--- src/hmb_pkg.sv ---
// Package: shared types and constants of the horizontal motion blur core.
package hmb_pkg;

  localparam int unsigned ChanW  = 8;
  localparam int unsigned PixelW = 3 * ChanW;
  localparam int unsigned LenW   = 6;
  localparam int unsigned QuotW  = 8;

  typedef struct packed {
    logic [ChanW-1:0] blue;
    logic [ChanW-1:0] green;
    logic [ChanW-1:0] red;
  } pixel_t;

endpackage

--- src/hmb_ram.sv ---
// Generic single-port-write, single-port-read RAM with registered read data.
module hmb_ram #(
  parameter int unsigned Width = 24,
  parameter int unsigned Depth = 32
) (
  input  logic                     clk_i,
  input  logic                     we_i,
  input  logic [$clog2(Depth)-1:0] waddr_i,
  input  logic [Width-1:0]         wdata_i,
  input  logic                     re_i,
  input  logic [$clog2(Depth)-1:0] raddr_i,
  output logic [Width-1:0]         rdata_o
);

  logic [Width-1:0] mem_q [Depth];

  always_ff @(posedge clk_i) begin
    if (we_i) begin
      mem_q[waddr_i] <= wdata_i;
    end
    if (re_i) begin
      rdata_o <= mem_q[raddr_i];
    end
  end

endmodule

--- src/horizontal_motion_blur_core.sv ---
// Top level: forward horizontal box blur over a raster RGB pixel stream.
//
// Channel   | dir | payload
// s_axis    | in  | tdata = red, green, blue (8 bits each, red lowest); tlast = row end
// m_axis    | out | tdata = red, green, blue means (red lowest); tlast = row last
// cfg       | in  | cfg_wdata_i = blur length (6 bits), written when cfg_we_i is high
//
// Each input item is appended to the window store as it is accepted and then
// checked for whether a pixel is due. Each emitted item then takes a store
// read, the shared restoring divider (one quotient bit per cycle, eight
// quotient bits, three channels side by side) and a load of the output
// register. Reset clears the sums, counters and
// state; the window store needs no clearing since only held entries are read.
// A stalled m_axis holds the result in the output register and the engine waits.
module horizontal_motion_blur_core #(
  parameter int unsigned MAX_BLUR = 32
) (
  input  logic        clk_i,
  input  logic        rst_ni,
  input  logic        s_axis_tvalid,
  output logic        s_axis_tready,
  input  logic [23:0] s_axis_tdata,  // red [7:0], green [15:8], blue [23:16]
  input  logic        s_axis_tlast,  // row end
  output logic        m_axis_tvalid,
  input  logic        m_axis_tready,
  output logic [23:0] m_axis_tdata,  // red [7:0], green [15:8], blue [23:16]
  output logic        m_axis_tlast,  // row last
  input  logic        cfg_we_i,
  input  logic [5:0]  cfg_wdata_i
);

  localparam int unsigned AW = $clog2(MAX_BLUR);
  localparam int unsigned CW = $clog2(MAX_BLUR + 1);
  localparam int unsigned SW = hmb_pkg::ChanW + CW;

  localparam logic [2:0] StIdle  = 3'd0;
  localparam logic [2:0] StCheck = 3'd1;
  localparam logic [2:0] StLoad  = 3'd2;
  localparam logic [2:0] StDiv   = 3'd3;
  localparam logic [2:0] StEmit  = 3'd4;

  logic [2:0]    state_q, state_d;
  logic [hmb_pkg::LenW-1:0] blur_q;
  logic [SW-1:0] rsum_q, gsum_q, bsum_q;
  logic [CW-1:0] held_q;
  logic [AW-1:0] oldest_q;
  logic          flush_q;

  // divider state
  logic [SW-1:0] rrem_q, grem_q, brem_q;
  logic [hmb_pkg::QuotW-1:0] rquo_q, gquo_q, bquo_q;
  logic [CW-1:0] divisor_q;
  logic [2:0]    bit_q;
  hmb_pkg::pixel_t old_px_q;

  // output register
  logic          ovalid_q;
  hmb_pkg::pixel_t odata_q;
  logic          olast_q;

  hmb_pkg::pixel_t in_px, rd_px;
  logic [CW-1:0] eff_len;
  logic [AW:0]   slot_sum;
  logic [AW-1:0] wr_slot;
  logic          in_acc, due, rd_en, emit_go;
  logic [SW-1:0] dshift;

  assign in_px = hmb_pkg::pixel_t'(s_axis_tdata);
  assign s_axis_tready = (state_q == StIdle);
  assign in_acc = s_axis_tvalid && s_axis_tready;

  // Clamp length: zero acts as one, above MAX_BLUR saturates.
  always_comb begin
    if (blur_q == '0) begin
      eff_len = CW'(1);
    end else if ({1'b0, blur_q} > 7'(MAX_BLUR)) begin
      eff_len = CW'(MAX_BLUR);
    end else begin
      eff_len = CW'(blur_q);
    end
  end

  // Append slot wraps around the circular store.
  assign slot_sum = (AW+1)'(oldest_q) + (AW+1)'(held_q);
  assign wr_slot  = (slot_sum >= (AW+1)'(MAX_BLUR)) ?
                    AW'(slot_sum - (AW+1)'(MAX_BLUR)) : AW'(slot_sum);

  assign due = flush_q ? (held_q != '0) : (held_q >= eff_len);
  assign rd_en = (state_q == StCheck) && due;
  assign emit_go = (state_q == StEmit) && (!ovalid_q || m_axis_tready);
  assign dshift = SW'(divisor_q) << bit_q;

  hmb_ram #(
    .Width(hmb_pkg::PixelW),
    .Depth(MAX_BLUR)
  ) u_window (
    .clk_i  (clk_i),
    .we_i   (in_acc),
    .waddr_i(wr_slot),
    .wdata_i(in_px),
    .re_i   (rd_en),
    .raddr_i(oldest_q),
    .rdata_o(rd_px)
  );

  always_comb begin
    state_d = state_q;
    case (state_q)
      StIdle:  if (in_acc) state_d = StCheck;
      StCheck: state_d = due ? StLoad : StIdle;
      StLoad:  state_d = StDiv;
      StDiv:   if (bit_q == 3'd0) state_d = StEmit;
      StEmit:  if (emit_go) state_d = StCheck;
      default: state_d = StIdle;
    endcase
  end

  always_ff @(posedge clk_i or negedge rst_ni) begin
    if (!rst_ni) begin
      state_q  <= StIdle;
      blur_q   <= hmb_pkg::LenW'(1);
      rsum_q   <= '0;
      gsum_q   <= '0;
      bsum_q   <= '0;
      held_q   <= '0;
      oldest_q <= '0;
      flush_q  <= 1'b0;
      ovalid_q <= 1'b0;
      bit_q    <= '0;
    end else begin
      state_q <= state_d;
      if (cfg_we_i) begin
        blur_q <= cfg_wdata_i;
      end
      if (in_acc) begin
        // append pixel and add it to the sums
        rsum_q  <= rsum_q + SW'(in_px.red);
        gsum_q  <= gsum_q + SW'(in_px.green);
        bsum_q  <= bsum_q + SW'(in_px.blue);
        held_q  <= held_q + CW'(1);
        flush_q <= s_axis_tlast;
      end
      if (state_q == StLoad) begin
        bit_q <= 3'd7;
      end else if (state_q == StDiv && bit_q != 3'd0) begin
        bit_q <= bit_q - 3'd1;
      end
      if (emit_go) begin
        ovalid_q <= 1'b1;
      end else if (m_axis_tvalid && m_axis_tready) begin
        ovalid_q <= 1'b0;
      end
      if (emit_go) begin
        // drop the oldest pixel and advance
        rsum_q   <= rsum_q - SW'(old_px_q.red);
        gsum_q   <= gsum_q - SW'(old_px_q.green);
        bsum_q   <= bsum_q - SW'(old_px_q.blue);
        held_q   <= held_q - CW'(1);
        oldest_q <= (oldest_q == AW'(MAX_BLUR - 1)) ? '0 : oldest_q + AW'(1);
      end
    end
  end

  // Datapath: capture operands, run restoring division, load output.
  always_ff @(posedge clk_i) begin
    if (rd_en) begin
      rrem_q    <= rsum_q;
      grem_q    <= gsum_q;
      brem_q    <= bsum_q;
      divisor_q <= held_q;
    end
    if (state_q == StLoad) begin
      old_px_q <= rd_px;
      rquo_q   <= '0;
      gquo_q   <= '0;
      bquo_q   <= '0;
    end
    if (state_q == StDiv) begin
      if (rrem_q >= dshift) begin
        rrem_q         <= rrem_q - dshift;
        rquo_q[bit_q]  <= 1'b1;
      end
      if (grem_q >= dshift) begin
        grem_q         <= grem_q - dshift;
        gquo_q[bit_q]  <= 1'b1;
      end
      if (brem_q >= dshift) begin
        brem_q         <= brem_q - dshift;
        bquo_q[bit_q]  <= 1'b1;
      end
    end
    if (emit_go) begin
      odata_q.red   <= rquo_q;
      odata_q.green <= gquo_q;
      odata_q.blue  <= bquo_q;
      olast_q       <= flush_q && (held_q == CW'(1));
    end
  end

  assign m_axis_tvalid = ovalid_q;
  assign m_axis_tdata  = odata_q;
  assign m_axis_tlast  = olast_q;

endmodule

--- config.mk ---
export PLATFORM = sky130hd
export DESIGN_NAME = horizontal_motion_blur_core
export DESIGN_NICKNAME = d
export VERILOG_FILES = /design/src/hmb_pkg.sv /design/src/hmb_ram.sv /design/src/horizontal_motion_blur_core.sv
export SDC_FILE = /design/constraint.sdc
export NUM_CORES = 1
export LEC_CHECK = 0
export BUFFER_PORTS_ARGS = -buffer_cell sky130_fd_sc_hd__buf_4
export CORE_ASPECT_RATIO = 1.25
export CORE_UTILIZATION = 63
export DETAILED_ROUTE_END_ITERATION = 12
export HOLD_SLACK_MARGIN = 0.03
export MAX_ROUTING_LAYER = met4
export PLACE_DENSITY_LB_ADDON = 0.25
export SYNTH_ARGS = -nofsm -noshare
export SYNTH_HDL_FRONTEND = slang
export SYNTH_SLANG_ARGS = --single-unit
--- constraint.sdc ---
create_clock -name clk_i -period 5.2 [get_ports clk_i]
set_input_delay 0.26 -clock clk_i [delete_from_list [all_inputs] [get_ports clk_i]]
set_output_delay 0.26 -clock clk_i [all_outputs]
set_load 0.01 [all_outputs]
==> After elaboration in Yosys (flattened, before gate mapping) <==
Memory sizes are Yosys's and may differ from the RTL's. A register that Yosys moved wholly into a read port is not among the register bits.
Cells that the tools add are included.
{ "op_classes": {"n_bitwise": 3, "add_sub_neg": 15, "n_eq_ne": 9, "shift": 1, "reduce_logical": 18, "mux": 44, "n_lt_le_gt_ge": 8} }
{ "ops": {"columns": ["operator", "count"], "rows": [
  ["two-way mux 14 bit", 15],
  ["two-way mux 8 bit", 9],
  ["adder 14 x 8 -> 14 bit", 3],
  ["greater-or-equal comparator 14 bit", 3],
  ["subtractor 14 bit", 3],
  ["subtractor 14 x 8 -> 14 bit", 3],
  ["two-way mux 6 bit", 4],
  ["bitwise OR 8 bit", 3],
  ["two-way mux 3 bit", 5],
  ["one-hot mux 3 bit (5 select lines)", 1],
  ["<< shifter 6 x 3 -> 14 bit", 1],
  ["two-way mux 5 bit", 2],
  ["logical AND 1 bit", 7],
  ["adder 5 x 6 -> 6 bit", 1],
  ["adder 6 x 1 -> 6 bit (second input constant)", 1],
  ["== test 3 x 2 -> 1 bit (second input constant)", 2],
  ["== test 6 x 1 -> 1 bit (second input constant)", 1],
  ["greater-or-equal comparator 6 bit", 1],
  ["greater-or-equal comparator 6 bit (second input constant)", 1],
  ["greater-than comparator 6 bit (second input constant)", 1],
  ["zero test 3 bit", 2],
  ["zero test 6 bit", 1],
  ["two-way mux 1 bit", 6],
  ["nonzero test 2 bit", 3],
  ["other kinds (18)", 19]
]} }
{ "totals": {"reg_bits": 188, "wordCells": 123, "ram_bits": 768, "n_memories": 1, "output_inout_bits": 27} }
{ "mem_list": {"columns": ["name", "words", "word_bits", "rd", "rd_ports_with_merged_regs", "write_ports", "line", "source"], "rows": [
  ["u_window.mem_q", 32, 24, 1, 1, 1, "hmb_ram.sv:15", "logic [Width-1:0] mem_q [Depth];"]
]} }

==> Depth between registers and ports, before layout <==
Gate-level depths: netlist of the first run.
{ "depth": {"depth_word": 9, "mapped_depth": 17} }

==> Cells and area by module <==
A second synthesis of the first run with hierarchy kept.
{ "unflattened": {"cells_unflattened": 2928, "area_unflattened_um2": 42320.6} }
{ "by_module_without_submodules": {"columns": ["module", "seq_area_each_um2", "cells_each", "instances", "area_per_inst_um2"], "rows": [
  ["hmb_ram", 23782.8, 1711, 1, 30723.2],
  ["horizontal_motion_blur_core", 4650.7, 1217, 1, 11597.4]
]} }

==> Least setup slack after synthesis of the first run <==
No wires, ideal clock.
{ "synth_path": {"path_type": "register to register", "from": "register state_q[1]", "to": "register gsum_q[12]", "arrival_time_ns": 3.854, "setup_ns": 0.132, "synth_period_minus_slack_ns": 3.987, "path_stages_with_launch": 18, "slack_ns": 1.213, "cell_sequence": "dfrtp_1 > clkbuf_1 > nor2_1 > nand3_1 > inv_2 > clkbuf_1 > nand2_1 > o21ai_0 > ha_1 > inv_1 > fa_1 > a21o_1 > a211oi_1 > o21ai_1 > a31oi_1 > o21ai_1 > xnor2_1 > o21ai_1"} }
{ "synth_between": {"elab_chain_len": 3} }
{ "synth_lines": {"columns": ["element", "line", "source"], "rows": [
  ["from (decl)", "horizontal_motion_blur_core.sv:42", "logic [2:0] state_q, state_d;"],
  ["from (signal assigned)", "horizontal_motion_blur_core.sv:120", "state_q <= StIdle;"],
  ["from (signal assigned)", "horizontal_motion_blur_core.sv:131", "state_q <= state_d;"],
  ["== test 3 bit *", "horizontal_motion_blur_core.sv:90", "assign emit_go = (state_q == StEmit) && (!ovalid_q || m_axis_tready);"],
  ["logical AND 1 bit *", "horizontal_motion_blur_core.sv:90", null],
  ["net emit_go", "horizontal_motion_blur_core.sv:65", "logic in_acc, due, rd_en, emit_go;"],
  ["two-way mux 14 bit or nonzero test 2 bit (tied branches)", null, null],
  ["to (signal assigned)", "horizontal_motion_blur_core.sv:138", "gsum_q <= gsum_q + SW'(in_px.green);"],
  ["to (signal assigned)", "horizontal_motion_blur_core.sv:156", "gsum_q <= gsum_q - SW'(old_px_q.green);"],
  ["to (decl)", "horizontal_motion_blur_core.sv:44", "logic [SW-1:0] rsum_q, gsum_q, bsum_q;"]
]} }
The timed path passes the listed nets; every way through them passes the cells marked *.
A chain may end at the register's enable or synchronous reset.

==> Worst setup path in the final report of the first run <==
{ "layout_path": {"from": "register bit_q[1]", "to": "register gquo_q[5] in the netlist's numbering"} }
{ "layout_between": {"elab_chain_len": 7} }
{ "layout_lines": {"columns": ["element", "line", "source"], "rows": [
  ["from (decl)", "horizontal_motion_blur_core.sv:53", "logic [2:0] bit_q;"],
  ["from (signal assigned)", "horizontal_motion_blur_core.sv:146", "bit_q <= bit_q - 3'd1;"],
  ["branches (longest 5 deep; another with greater-or-equal comparator 14 bit)", null, null],
  ["two-way mux 8 bit *", "horizontal_motion_blur_core.sv:183", "if (grem_q >= dshift) begin"],
  ["two-way mux 8 bit *", "horizontal_motion_blur_core.sv:178", "if (state_q == StDiv) begin"],
  ["to (signal assigned)", "horizontal_motion_blur_core.sv:175", "gquo_q <= '0;"],
  ["to (signal, indexed assignment)", "horizontal_motion_blur_core.sv:185", "gquo_q[bit_q] <= 1'b1;"],
  ["to (decl)", "horizontal_motion_blur_core.sv:51", "logic [hmb_pkg::QuotW-1:0] rquo_q, gquo_q, bquo_q;"]
]} }
Every way passes the cells marked *.

==> flow_metrics.py, run 1 <==
metrics = {
    "outcome": {
        "status": "completed",
    },
    "floorplan": {
        "ios": 63,
        "die_area_um2": 66900,
        "start_util_pct": 64.0,
        "std_cell_rows": 104,
        "core_um2": 64800,
        "fp.dieH_um": 289,
        "dieWidth_um": 232,
    },
    "critical_path": {
        "path_max_fanout": 27,
        "crit_family": "compound AO/OA/AOI/OAI gates",
        "path_class": "flop to flop",
        "cp.arrival_ps": 5090,
        "cp-end-kind": "flop",
        "r2r_start": "bit_q[1]",
        "crit_path_max_incr_delay_ps": 900,
        "cp-start-kind": "flop",
        "critPathLaunch": "bit_q[1]",
        "slowest_stage": "a311o_1",
        "worstPathBufferInverterCount": 1,
        "cp.required_ps": 5720,
        "worstPathCellList": "mux2_2, o21ai_0, nor2_1, a31oi_1, ha_1, a21oi_1, o21ai_0, a21oi_1, a311o_1, inv_2, a32o_1",
    },
    "drt": {
        "antenna_left": 0,
        "drt_iter0_drc": 2421,
        "drt-total-wl_mm": 101,
        "viasPerCell": 6.65,
        "wl_per_cell_um": 29.3,
        "drc_errors": 0,
        "vias": 22945,
        "firstDrtPassIters": 6,
    },
    "cells_and_area": {
        "nFillCells": 3768,
        "final_cell_area_um2": 46600,
        "layout-area-overhead-vs-synth_pct": 12.4,
        "drive_gt1_share_pct": 22.4,
        "nets": 2668,
    },
    "global_route": {
        "grtUsageMet2_pct": 54.8,
        "grt_usage_pct": 32.1,
        "gr-total-overflow": 0,
        "antenna_found_initial": 1,
        "grt.met1_usage_pct": 38.1,
        "grt_pass1_wl_mm": 150,
        "grt_pass1_vias": 23461,
        "grt_max_degree": 146,
        "grt-busiest-layer": "met2",
        "met3_usage_pct": 4.80,
    },
    "synthesis": {
        "synthTopCellsByArea": "edfxtp_1, mux4_2, dfrtp_1",
        "synth_warnings": 0,
        "yosysMostFrequentCell": "edfxtp_1",
        "async_flop_share_pct": 6.84,
        "yosys.area.top_type": "edfxtp_1",
        "synth_cells": 2383,
        "ys_seq_area_share_pct": 68.5,
        "ys_ff_latch": 980,
        "synth_area_um2": 41500,
        "netlist-cell-type-count": 70,
        "synth_edf_count": 847,
        "synthDominantCellAreaShare_pct": 61.3,
        "avgSynthCellArea_um2": 17.4,
        "syn_nets": 2525,
        "synth_flop_cell": "edfxtp_1",
        "synthTopCellsByCount": "edfxtp_1, mux4_2, nand2_1, nor2_1, ha_1",
    },
    "clocking": {
        "clk_path_buf_depth": 3,
        "clock-root-buffer": "clkbuf_16",
        "cts.sinks": 980,
        "post_cts_buffers": 0,
        "insertion_delay_ps": 660,
        "htree_levels": 3,
        "tritoncts": "built",
        "cts_made_buffers": 91,
        "path_clk_slew_ps": 70,
    },
    "placement": {
        "port_buffers": 62,
        "place_ws_ps": 681,
        "hpwl_mm": 58.2,
        "dpl_cell_area_um2": 43300,
        "place_congestion": 0.899,
    },
    "timing": {
        "max_freq_mhz": 219,
        "hold_violations": 0,
        "min_period_over_period_pct": 87.8,
        "finalCriticalPeriod_ps": 4560,
        "finalMaxSlewViolations": 0,
        "rsz0062_at_grt": "false",
        "relSlewSlack_pct": 20.4,
        "finalWorstSetupSlack_ps": 637,
        "whs_ps": 53.7,
        "skew_ps": 37.8,
        "worstMarginPinSlew_ps": 1190,
        "tns_ps": 0,
        "finalSetupViolations": 0,
    },
    "job": {
        "max_cap_violations": 0,
    },
    "hold_path": {
        "holdCritPathClass": "input port to flop",
        "hp-start": "s_axis_tdata[13]",
    },
    "pwr": {
        "power.density_nw_per_um2": 577,
        "p_leak_nw": 15.9,
        "finalPower_w": 0.0269,
        "peakVddDrop_v": 0.000427,
    },
}
## path summary, 6_finish.rpt
| path | end | slack [ps] | cells past startpoint |
|---|---|---|---|
| min in group asynchronous | bit_q[0] | 250 | 2 |
| max in group asynchronous | oldest_q[0] | 4280 | 2 |
| hold / removal | u_window.mem_q[21][13] | 50 | 1 |
| setup reg to reg | gquo_q[5] | 640 | 11 |
| setup / recovery | gquo_q[5] | 640 | 11 |
| hold reg to reg | old_px_q[6] | 420 | 0 |
## flip-flops by register name, summed over array words and instances (netlist names), 5 cells and up
signal and flops:
grem_q 14, oldest_q 5, u_window.mem_q 768, gsum_q 14, old_px_q 24, u_window.rdata_o 24
gquo_q 8, brem_q 14, m_axis_tdata 24, blur_q 6, bquo_q 8, rrem_q 14
rquo_q 8, bsum_q 14, divisor_q 6, held_q 6, rsum_q 14
## logic make-up after synthesis
logic type | Yosys count | synth area share, %
buffers and inverters | 139 | 1.43
DFF | 980 | 68.5
AOI/OAI and AO/OA | 366 | 5.52
xor gates and xnor gates | 96 | 2.03
muxes | 314 | 15.0
adders and majority gates | 106 | 3.32
and+or+nand+nor | 382 | 4.20
## layout by cell type (no fill, tap or decap), drive strengths merged, types with 8 or more instances in the layout
master	instances
a211oi	23
a21o	27
a21oi	81
a22o	18
and3	8
buf	117
bufinv	8
clkbuf	110
clkinv	38
clkinvlp	9
dfrtp	66
dfxtp	66
dlygate4sd3	36
edfxtp	847
ha	99
inv	38
mux2	44
mux2i	30
mux4	240
nand2	141
nand2b	20
nand3	12
nand4	11
nor2	111
nor2b	25
nor3	22
o21a	10
o21ai	140
or3	8
xnor2	53
xor2	43
## per-stage QoR
step | util [%] | std cells
floorplan | - | 2383
global placement | 66.8 | 3245
detailed placement | 66.8 | 3245
CTS | 72.0 | 3448
global route | 72.0 | 3449
finish | 72.0 | 3449
## what timing repair did
item / 4_1_cts / 5_1_grt
endpoints found under the hold margin: 529 / 0
hold buffers: 36 / 0
resized for setup: 0 / 0
## layout make-up
class | count | area, um2 | share of cell area (%)
diodes | 1 | 2.50 | 0.00536
flip-flops and latches | 980 | 28400 | 61.0
inverters | 36 | 135 | 0.290
well taps | 848 | 1060 | 2.27
repair buffers | 153 | 1290 | 2.76
clock buffers | 110 | 2430 | 5.21
clock inverters | 57 | 549 | 1.18
multi-input cells | 1264 | 12700 | 27.3
## routing by layer
layer | vias to the layer above | wire, um
met5 | - | 0
met3 | 254 | 7000
met2 | 1205 | 53300
li1 | 9798 | -
met1 | 11688 | 36400
met4 | 0 | 4340
## power by group
group | leakage [nW] | total [W] | switching, W | internal (W)
logic | 5.42 | 0.00982 | 0.00546 | 0.00436
clock network | 1.45 | 0.00671 | 0.00296 | 0.00375
registers | 9.00 | 0.0104 | 0.000723 | 0.00966
total | 15.9 | 0.0269 | 0.00914 | 0.0178
(Power assumes the default switching activity.)
==> run 2, diff against run 1 <==
--- a/config.mk
+++ b/config.mk
@@ -5,6 +5,7 @@
 export SDC_FILE = /design/constraint.sdc
 export NUM_CORES = 1
 export LEC_CHECK = 0
+export ABC_AREA = 1
 export BUFFER_PORTS_ARGS = -buffer_cell sky130_fd_sc_hd__buf_4
 export CORE_ASPECT_RATIO = 1.25
 export CORE_UTILIZATION = 63
@@ -12,6 +13,7 @@
 export HOLD_SLACK_MARGIN = 0.03
 export MAX_ROUTING_LAYER = met4
 export PLACE_DENSITY_LB_ADDON = 0.25
+export SKIP_CTS_REPAIR_TIMING = 1
 export SYNTH_ARGS = -nofsm -noshare
 export SYNTH_HDL_FRONTEND = slang
 export SYNTH_SLANG_ARGS = --single-unit
==> flow_metrics.py, run 2 <==
metrics = {
    "outcome": {
        "status": "completed",
    },
    "floorplan": {
        "start_util_pct": 63.8,
        "dieWidth_um": 239,
        "fp.dieH_um": 298,
        "std_cell_rows": 108,
        "core_um2": 69500,
        "die_area_um2": 71400,
        "ios": 63,
    },
    "synthesis": {
        "synth_warnings": 0,
        "synthDominantCellAreaShare_pct": 57.4,
        "synth_cells": 4238,
        "syn_nets": 4380,
        "async_flop_share_pct": 6.84,
        "ys_seq_area_share_pct": 64.2,
        "synth_edf_count": 847,
        "synthTopCellsByArea": "edfxtp_1, nand2_1, nor2_1",
        "synth_flop_cell": "edfxtp_1",
        "yosysMostFrequentCell": "nand2_1",
        "avgSynthCellArea_um2": 10.5,
        "yosys.area.top_type": "edfxtp_1",
        "synth_area_um2": 44300,
        "ys_ff_latch": 980,
        "netlist-cell-type-count": 51,
        "synthTopCellsByCount": "nand2_1, edfxtp_1, nor2_1, o21ai_0, inv_1",
    },
    "clocking": {
        "cts.sinks": 980,
        "clock-root-buffer": "clkbuf_16",
        "path_clk_slew_ps": 60,
        "tritoncts": "built",
        "clk_path_buf_depth": 3,
        "htree_levels": 3,
        "insertion_delay_ps": 660,
        "cts_made_buffers": 91,
    },
    "critical_path": {
        "path_class": "flop to flop",
        "path_max_fanout": 22,
        "cp-start-kind": "flop",
        "cp-end-kind": "flop",
        "cp.required_ps": 5730,
        "cp.arrival_ps": 4430,
    },
    "timing": {
        "hold_violations": 0,
        "max_freq_mhz": 257,
        "finalSetupViolations": 0,
        "worstMarginPinSlew_ps": 1110,
        "min_period_over_period_pct": 74.9,
        "relSlewSlack_pct": 25.8,
        "finalCriticalPeriod_ps": 3890,
        "tns_ps": 0,
        "skew_ps": 31.1,
        "rsz0062_at_grt": "false",
        "finalMaxSlewViolations": 0,
    },
    "pwr": {
        "p_sw_share_pct": 40.9,
        "intPower_w": 0.0171,
        "power.density_nw_per_um2": 597,
        "p_clk_share_pct": 22.7,
        "power.share.sequential_pct": 35.5,
        "p_leak_nw": 18.7,
        "comb_power_share_pct": 41.8,
        "power_switching_w": 0.0118,
        "peakVddDrop_v": 0.000553,
    },
    "global_route": {
        "grt_usage_pct": 31.0,
        "antenna_found_initial": 1,
        "grt_pass1_wl_mm": 164,
        "grt_pass1_vias": 29685,
        "grt_max_degree": 198,
        "gr-total-overflow": 0,
    },
    "job": {
        "max_cap_violations": 0,
    },
    "cells_and_area": {
        "mostFrequentLayoutCells": "nand2_1, edfxtp_1, nor2_1",
        "post-route-util_pct": 69.8,
        "register_area_um2": 28400,
        "nFillCells": 5025,
        "nets": 4411,
        "regMostFlops": "u_window.mem_q",
        "largest_reg_flops": 768,
        "final_common_cell": "nand2_1",
        "layout-area-overhead-vs-synth_pct": 9.44,
        "drive_gt1_share_pct": 7.85,
        "multiInputGateArea_um2": 13600,
    },
    "placement": {
        "port_buffers": 62,
        "place_congestion": 0.913,
        "hpwl_mm": 63.5,
    },
    "drt": {
        "drc_errors": 0,
        "drt-total-wl_mm": 106,
        "wl_per_cell_um": 20.1,
        "antenna_left": 0,
        "firstDrtPassIters": 6,
        "viasPerCell": 5.85,
        "drt_iter0_drc": 3250,
        "vias": 30860,
    },
    "hold_path": {
        "holdCritPathClass": "input port to flop",
    },
}
## run 2: cell count changes in the layout (fill, tap and decap cells not counted), sizes merged, moves of 41 or more
cell / delta
mux2: -41
inv: +271
o211ai: +92
nor2: +443
mux4: -240
nand2: +777
o22ai: +47
nand3: +274
o21ai: +330
## run 2: metal layers
metal | global-route usage, % | vias up | wire, um
li1 | - | 14705 | -
met1 | 39.1 | 14539 | 40900
met2 | 50.5 | 1370 | 53000
met3 | 4.03 | 246 | 8260
met4 | 13.2 | 0 | 3820
met5 | - | - | 0
## run 2: kinds of logic after synthesis
logic type,count (synthesis),synth area share [%]
AOI/OAI and AO/OA,758,9.47
xor gates and xnor gates,58,1.15
DFF,980,64.2
buffers and inverters,507,5.22
adders and majority gates,106,3.11
and+or+nand+nor,1822,16.7
muxes,7,0.167
## run 2: final timing paths
check	from	endpoint	cells past startpoint	slack (ps)
min	s_axis_tdata[17]	u_window.mem_q[0][17]	1	40
max in group asynchronous	rst_ni	oldest_q[0]	2	4230
max	bit_q[0]	gquo_q[3]	16	1310
min in group asynchronous	rst_ni	m_axis_tvalid	2	270
max reg2reg	bit_q[0]	gquo_q[3]	16	1310
min reg2reg	u_window.rdata_o[20]	old_px_q[20]	0	410
## run 2: final cells by class
type	count	area share, %
inverters	308	2.41
well taps	935	2.41
flip-flops and latches	980	58.7
clock buffers	110	5.00
diodes	1	0.00516
repair buffers	137	2.32
multi-input cells	2751	28.1
clock inverters	57	1.04
## run 2: power by group through the flow
| stage | clock network [W] | logic, W | registers, W |
|---|---|---|---|
| after floorplan | 0 | 0.00895 | 0.0102 |
| after global placement | 0 | 0.0118 | 0.0104 |
| after detailed placement | 0 | 0.0119 | 0.0104 |
| after CTS | 0.00662 | 0.0120 | 0.0103 |
| after global routing | 0.00692 | 0.0136 | 0.0104 |
| final | 0.00657 | 0.0121 | 0.0103 |
## run 2: critical path: stages, from the launching register on
cell,delay (ps)
dfrtp_1,610
clkinv_1,380
nand2_1,140
nand2_1,70
o21ai_0,250
o22ai_1,120
inv_1,200
ha_1,310
nand2_1,120
inv_1,70
a21oi_1,150
nand2_1,100
nand2_1,70
nand3_1,80
nand2_1,730
buf_4,290
o21ai_0,80
## run 2: metrics by stage
step / std cells / total power, W / hold WS (ps) / cell area, um2 / setup slack (ps)
floorplan: 4238 / 0.0191 / -35.6 / 44300 / 2050
global placement: 5093 / 0.0222 / 402 / 45400 / 1410
detailed placement: 5093 / 0.0223 / 405 / 45400 / 1370
CTS: 5260 / 0.0289 / -258 / 48300 / 1350
global route: 5279 / 0.0308 / 38.5 / 48500 / 987
finish: 5279 / 0.0289 / 44.2 / 48500 / 1310
